==> src/sv/psdt_pkg.sv <==
// Shared types, constants and codes for the point splat depth test block.
package psdt_pkg;

	// Default viewport and depth precision
	localparam int DEF_VIEW_WIDTH  = 1280;
	localparam int DEF_VIEW_HEIGHT = 720;
	localparam int DEF_DEPTH_BITS  = 24;

	// Clip-space coordinate width: three floored Q16.16 products plus one term
	localparam int CW = 50;

	// Register file
	localparam int NUM_REGS = 8;
	localparam int REG_W    = 64;
	localparam int ADDR_W   = 6;

	typedef logic [NUM_REGS-1:0][REG_W-1:0] mvp_t;

	// Identity matrix in Q16.16
	localparam mvp_t MVP_RESET = {
		64'h0001_0000_0000_0000, 64'h0, 64'h0000_0000_0001_0000, 64'h0,
		64'h0, 64'h0001_0000_0000_0000, 64'h0, 64'h0000_0000_0001_0000
	};

	// Request and result codes
	localparam logic REQ_DRAW  = 1'b0;
	localparam logic REQ_CLEAR = 1'b1;

	localparam logic [1:0] OUT_WRITTEN  = 2'd0;
	localparam logic [1:0] OUT_CLIPPED  = 2'd1;
	localparam logic [1:0] OUT_OCCLUDED = 2'd2;
	localparam logic [1:0] OUT_CLEARED  = 2'd3;

	localparam logic [7:0] ALPHA = 8'hFF;

	typedef struct packed {
		logic               req_type;
		logic signed [31:0] pos_x;
		logic signed [31:0] pos_y;
		logic signed [31:0] pos_z;
		logic [15:0]        hue;
		logic [15:0]        saturation;
		logic [15:0]        brightness;
	} in_t;

	typedef struct packed {
		logic        write_pixel;
		logic [19:0] pixel_index;
		logic [31:0] pixel_color;
		logic [1:0]  outcome;
	} out_t;

endpackage

==> src/sv/psdt_hsv.sv <==
// HSV to ARGB color conversion, three register stages.
module psdt_hsv
	import psdt_pkg::*;
(
	input  logic        clk,
	input  logic [15:0] hue,
	input  logic [15:0] saturation,
	input  logic [15:0] brightness,
	output logic [31:0] argb
);

	localparam logic [16:0] ONE = 17'h1_0000;

	logic [18:0] h6;
	logic [16:0] one_m_f;
	logic [16:0] one_m_s;
	logic [31:0] sf_full;
	logic [32:0] sfi_full;
	logic [32:0] p_full;

	logic [2:0]  sec_s1;
	logic [15:0] sf_s1;
	logic [15:0] sfi_s1;
	logic [15:0] p_s1;
	logic [15:0] v_s1;
	logic        grey_s1;

	logic [32:0] q_full;
	logic [32:0] t_full;
	logic [2:0]  sec_s2;
	logic [15:0] q_s2;
	logic [15:0] t_s2;
	logic [15:0] p_s2;
	logic [15:0] v_s2;
	logic        grey_s2;

	logic [15:0] r_c;
	logic [15:0] g_c;
	logic [15:0] b_c;
	logic [31:0] argb_s3;

	function automatic logic [7:0] chan8(input logic [15:0] c);
		logic [23:0] prod;
		prod = 24'(c) * 24'd255;
		return prod[23:16];
	endfunction

	// Stage 1: sector, fraction and first-level products
	always_comb begin
		h6       = 19'(hue) * 19'd6;
		one_m_f  = ONE - {1'b0, h6[15:0]};
		one_m_s  = ONE - {1'b0, saturation};
		sf_full  = 32'(saturation) * 32'(h6[15:0]);
		sfi_full = 33'(saturation) * 33'(one_m_f);
		p_full   = 33'(brightness) * 33'(one_m_s);
	end

	always_ff @(posedge clk) begin
		sec_s1  <= h6[18:16];
		sf_s1   <= sf_full[31:16];
		sfi_s1  <= sfi_full[31:16];
		p_s1    <= p_full[31:16];
		v_s1    <= brightness;
		grey_s1 <= saturation == '0;
	end

	// Stage 2: q and t
	always_comb begin
		q_full = 33'(v_s1) * 33'(ONE - {1'b0, sf_s1});
		t_full = 33'(v_s1) * 33'(ONE - {1'b0, sfi_s1});
	end

	always_ff @(posedge clk) begin
		sec_s2  <= sec_s1;
		q_s2    <= q_full[31:16];
		t_s2    <= t_full[31:16];
		p_s2    <= p_s1;
		v_s2    <= v_s1;
		grey_s2 <= grey_s1;
	end

	// Stage 3: sector select and byte scaling
	always_comb begin
		if (grey_s2) begin
			r_c = v_s2; g_c = v_s2; b_c = v_s2;
		end else begin
			case (sec_s2)
				3'd0:    begin r_c = v_s2; g_c = t_s2; b_c = p_s2; end
				3'd1:    begin r_c = q_s2; g_c = v_s2; b_c = p_s2; end
				3'd2:    begin r_c = p_s2; g_c = v_s2; b_c = t_s2; end
				3'd3:    begin r_c = p_s2; g_c = q_s2; b_c = v_s2; end
				3'd4:    begin r_c = t_s2; g_c = p_s2; b_c = v_s2; end
				default: begin r_c = v_s2; g_c = p_s2; b_c = q_s2; end
			endcase
		end
	end

	always_ff @(posedge clk) begin
		argb_s3 <= {ALPHA, chan8(r_c), chan8(g_c), chan8(b_c)};
	end

	assign argb = argb_s3;

endmodule

==> config.mk <==
export PLATFORM = sky130hd
export DESIGN_NAME = psdt_hsv
export DESIGN_NICKNAME = d
export VERILOG_FILES = /design/src/sv/psdt_pkg.sv /design/src/sv/psdt_hsv.sv
export SDC_FILE = /design/constraint.sdc
export NUM_CORES = 2
export LEC_CHECK = 0
export BUFFER_PORTS_ARGS = -buffer_cell sky130_fd_sc_hd__buf_2
export CELL_PAD_IN_SITES_DETAIL_PLACEMENT = 1
export CELL_PAD_IN_SITES_GLOBAL_PLACEMENT = 1
export CORE_MARGIN = 4
export CORE_UTILIZATION = 52
export CTS_CLUSTER_SIZE = 24
export DETAILED_ROUTE_END_ITERATION = 12
export GPL_ROUTABILITY_DRIVEN = 0
export PLACE_DENSITY = 0.8
export SLEW_MARGIN = 20
export SYNTH_ARGS = -nofsm -noshare
export SYNTH_HDL_FRONTEND = slang
export SYNTH_SLANG_ARGS = --single-unit
==> constraint.sdc <==
create_clock -name clk -period 12 [get_ports clk]
set_clock_uncertainty 0.05 [all_clocks]
set_input_delay 0 -clock clk [delete_from_list [all_inputs] [get_ports clk]]
set_output_delay 0 -clock clk [all_outputs]
set_load 0.005 [all_outputs]
Yosys cells after proc, flatten, opt, wreduce, memory -nomap -nowiden
Index checks and enable logic that the tools add are counted.
- register bits: 160
- bits of input ports: 49
- output and inout port bits: 32
- word-level logic and storage cells: 42
- add/subtract/negate cells: 4
- $mul: 9
- equality and inequality tests: 4
- muxes and demuxes: 6
- reductions and logical operators: 6
- operators with widths (operator ; count):
    case mux 16 bit (3 select lines) ; 3
    multiplier 16 x 8 -> 24 bit, second input constant ; 3
    multiplier 16 x 17 -> 32 bit ; 2
    multiplier 17 x 18 -> 32 bit ; 2
    2-to-1 mux 16 bit ; 3
    subtractor 17 x 16 -> 18 bit, first input constant ; 2
    subtractor 17 x 16 -> 17 bit, first input constant ; 2
    multiplier 16 x 15 -> 31 bit ; 1
    multiplier 16 x 2 -> 18 bit, second input constant ; 1
    logical NOT 16 bit ; 1
    OR reduction 2 bit ; 4
    equality test 3 x 2 -> 1 bit, second input constant ; 2
    equality test 3 x 1 -> 1 bit, second input constant ; 1
    equality test 3 bit, second input constant ; 1
    logical NOT 3 bit ; 1

Logic depth before layout (Yosys ltp)
- depth in word-level cells: 5
- gate-level depth with buffers: 33
- mapped depth without buffers: 32

Worst setup path after synthesis
OpenSTA, ideal clock, no wires.
- path type: in2reg
- start point: in hue[0]
- end point: reg sfi_s1[15]
- arrival time: 8.150 ns
- path slack: 3.670 ns
- cell stages on the path: 31
- cells stage by stage: clkbuf_1 > clkbuf_1 > inv_1 > ha_1 > clkbuf_1 > nor3_1 > or4b_1 > or4_4 > or4_4 > nor2_2 > xnor2_1 > buf_2 > nand2_1 > fa_1 > fa_1 > fa_1 > inv_1 > fa_1 > fa_1 > inv_1 > fa_1 > inv_1 > ha_1 > o21a_1 > o2111ai_1 > nor3_1 > o21ai_0 > o21ai_0 > nand4_1 > nand4b_1 > xnor3_1
- word-level cells in the longest chain between the ends: 3
- RTL lines (item ; line ; RTL):
    from (decl) ; psdt_hsv.sv:6 ; input logic [15:0] hue,
    multiplier 16 x 2 -> 18 bit ; psdt_hsv.sv:50 ; h6 = 19'(hue) * 19'd6;
    subtractor 17 x 16 -> 17 bit ; psdt_hsv.sv:51 ; one_m_f = ONE - {1'b0, h6[15:0]};
    multiplier 16 x 17 -> 32 bit ; psdt_hsv.sv:54 ; sfi_full = 33'(saturation) * 33'(one_m_f);
    net sfi_full[31] ; psdt_hsv.sv:18 ; logic [32:0] sfi_full;
    to (signal assigned) ; psdt_hsv.sv:61 ; sfi_s1 <= sfi_full[31:16];
    to (decl) ; psdt_hsv.sv:23 ; logic [15:0] sfi_s1;
The timed path passes the listed nets, and every way through them passes these cells.

Worst setup path in the final report
Ends and elaborated chain as after synthesis.

==> impl_metrics.csv <==
group,metric,value,unit
status,outcome,"finished, final reports clean",
sta,clock.fmax,109,MHz
floorplanning,core.rowCount,119,
synthesis,ys_ff_latch,160,
detailed_routing,viasPerCell,5.47,
detailed_routing,firstDrtPassIters,7,
synthesis,mappedNetlistArea,55000,µm²
setup_path,cp_max_fo,19,
synthesis,yosysSeqAreaShare,0.0582,
clock_tree,clock_latency,0.52,ns
floorplanning,boundaryPins,81,
setup_path,crit_top_cell,"fa_1",
detailed_routing,vias,41379,
floorplanning,die_area,111000,µm²
setup_path,slowest_delay,0.72,ns
setup_path,cp.required,12.33,ns
setup_path,start_kind,"input port",
synthesis,yosys_warnings,0,
sta,drv_slew,0,
detailed_routing,wire_per_inst,20.7,µm
floorplanning,chipHeight,333,µm
flow_run,drv_cap,0,
clock_tree,cts_tree,"yes",
floorplanning,core-area,105000,µm²
placed_design,dp_hpwl,124000,µm
synthesis,synth_edf_count,0,
sta,layout_setup_ws,2.85,ns
synthesis,postSynthAreaPerCell,8.89,µm²
clock_tree,cts_setup_buffers,0,
detailed_routing,drcViolationCount,0,
sta,fin_crit_sh,0.763,
grt,grt_pass1_vias,48786,
grt,grt_pass1_wl,258000,µm
synthesis,synthCells,6194,
setup_path,cp_data_arrival_time,9.48,ns
setup_path,cp_slowest_cell,"fa_1",
cells_and_area,areaGrowthSynthToFinish,5.23,%
setup_path,endpoint_kind,"register",
clock_tree,cts_sinks,160,
grt,grt_max_degree,58,
synthesis,synth_cell_types,69,
detailed_routing,ant_nets,0,
clock_tree,cts.clk_slew.worst_paths,0.07,ns
placed_design,port_buffers,72,
clock_tree,root_buffer,"clkbuf_16",
clock_tree,htreeDepth,4,
min_path,min_path_type,"in -> reg",
sta,worstMarginPinSlew,1.11,ns
placed_design,dp_slack,2.46,ns
detailed_routing,routed_wl,157000,µm
sta,rsz0062_at_grt,"false",
floorplanning,initial_core_util,0.524,
synthesis,synth-async-reset-ratio,0,
sta,setup_viol,0,
grt,grt_overflow_total,0,
cells_and_area,drive_above_1_share,0.0414,
clock_tree,numCtsBuffers,17,
clock_tree,clk_path_buf_depth,2,
detailed_routing,drt-initial-drc-count,2298,
sta,layout_min_cycle_time,9.15,ns
grt,grt_usage,0.291,
sta,finalHoldViolations,0,
cells_and_area,num-nets-final,8052,
sta,relSlewSlack,0.262,
setup_path,critical_path_class,"in -> reg",
sta,holdWs,0.138,ns
grt,antenna_found_initial,5,
sta,fin_setup_tns,0,ns
synthesis,ys.flop_type,"dfxtp_1",
floorplanning,die_x,333,µm
area by class of cell:
class,count,area (µm²)
Tap cell,1391,1740
Multi-Input combinational cell,4254,45300
Fill cell,12383,47200
Clock buffer,17,425
Sequential cell,160,3210
Clock inverter,15,163
Timing Repair Buffer,200,1370
Antenna cell,3,7.51
Inverter,1519,5700
per-stage QoR:
stage | util | cells | area (µm²)
2_1_floorplan | - | 6201 | 55100
3_3_place_gp | 0.543 | 7503 | 57100
3_5_place_dp | 0.543 | 7503 | 57100
4_1_cts | 0.551 | 7556 | 57900
5_1_grt | 0.551 | 7557 | 57900
6_report | 0.551 | 7559 | 57900
synth_stat cells (all sizes together), types with 11 or more instances:
cell	instances	share of area
xor2	49	0.0079
nor2	187	0.013
buf	31	0.0029
nor2b	13	0.0015
nand3	27	0.0025
mux2i	30	0.0055
o21ai	81	0.0074
and3	27	0.0031
nor4	12	0.0018
inv	1519	0.10
nand2b	22	0.0025
o21bai	12	0.0016
dfxtp	160	0.058
fa	1197	0.44
a21oi	140	0.013
nand2	875	0.060
a211oi	20	0.0029
a21o	35	0.0048
and2	495	0.056
o22a	20	0.0032
xnor2	129	0.021
nor3	58	0.0053
clkbuf	237	0.016
o211ai	11	0.0015
ha	654	0.15
o21a	27	0.0037
repair_timing:
| action | CTS | global route |
|---|---|---|
| hold buffers | 21 | 0 |
| hold endpoints to repair | 19 | 0 |
| endpoints found under the setup margin | 0 | 0 |
| resized for setup | 0 | 0 |
state kept, by name, summed over array words and instances (netlist names):
name and cells:
p_s2 16, sf_s1 16, sec_s1 3, grey_s2 1, q_s2 16, grey_s1 1, v_s1 16, t_s2 16
argb 24, sec_s2 3, sfi_s1 16, p_s1 16, v_s2 16
cells by family after synthesis:
family          synth area share
simple gates               0.153
xor+xnor                  0.0289
compound gates            0.0478
other cells            0.0000681
fa+ha+maj                  0.584
flops                     0.0582
buf+inv                    0.123
mux                      0.00566
layer usage:
layer / GRT usage / up-vias / wire [µm]
li1: - / 18211 / -
met1: 0.368 / 21732 / 63800
met2: 0.525 / 1109 / 80100
met3: 0.0310 / 325 / 7820
met4: 0.0914 / 2 / 4920
met5: 0 / - / 13
placed cells by master, fill, tap and decap left out, types with 72 or more instances in the layout:
master / instances
buf_4: 107
nand2_1: 875
inv_1: 1519
ha_1: 654
a21oi_1: 139
o21ai_0: 81
and2_1: 495
nor2_1: 186
xnor2_1: 115
buf_2: 72
dfxtp_1: 157
fa_1: 1197
critical path, delay by kind of cell:
family / cells / cell delay (ns)
AND/OR/NAND/NOR: 9 / 2.72
adder cells (fa/ha/maj): 9 / 4.33
AO/OA/AOI/OAI: 5 / 1.07
XOR/XNOR: 2 / 0.51
buffers and inverters: 5 / 0.81
final timing paths:
check	startpoint	endpoint	slack, ns	depth (start not counted)
worst max register to register	sf_s1[0]	q_s2[15]	3.04	26
worst min-delay path	saturation[15]	sfi_s1[15]	0.14	4
worst min register to register	p_s1[6]	p_s2[6]	0.28	0
worst max-delay path	hue[0]	sfi_s1[15]	2.85	30
Power is left out: the tool's default activity adds up to more than one toggle a clock period on the data nets, which glitch-free logic cannot reach.
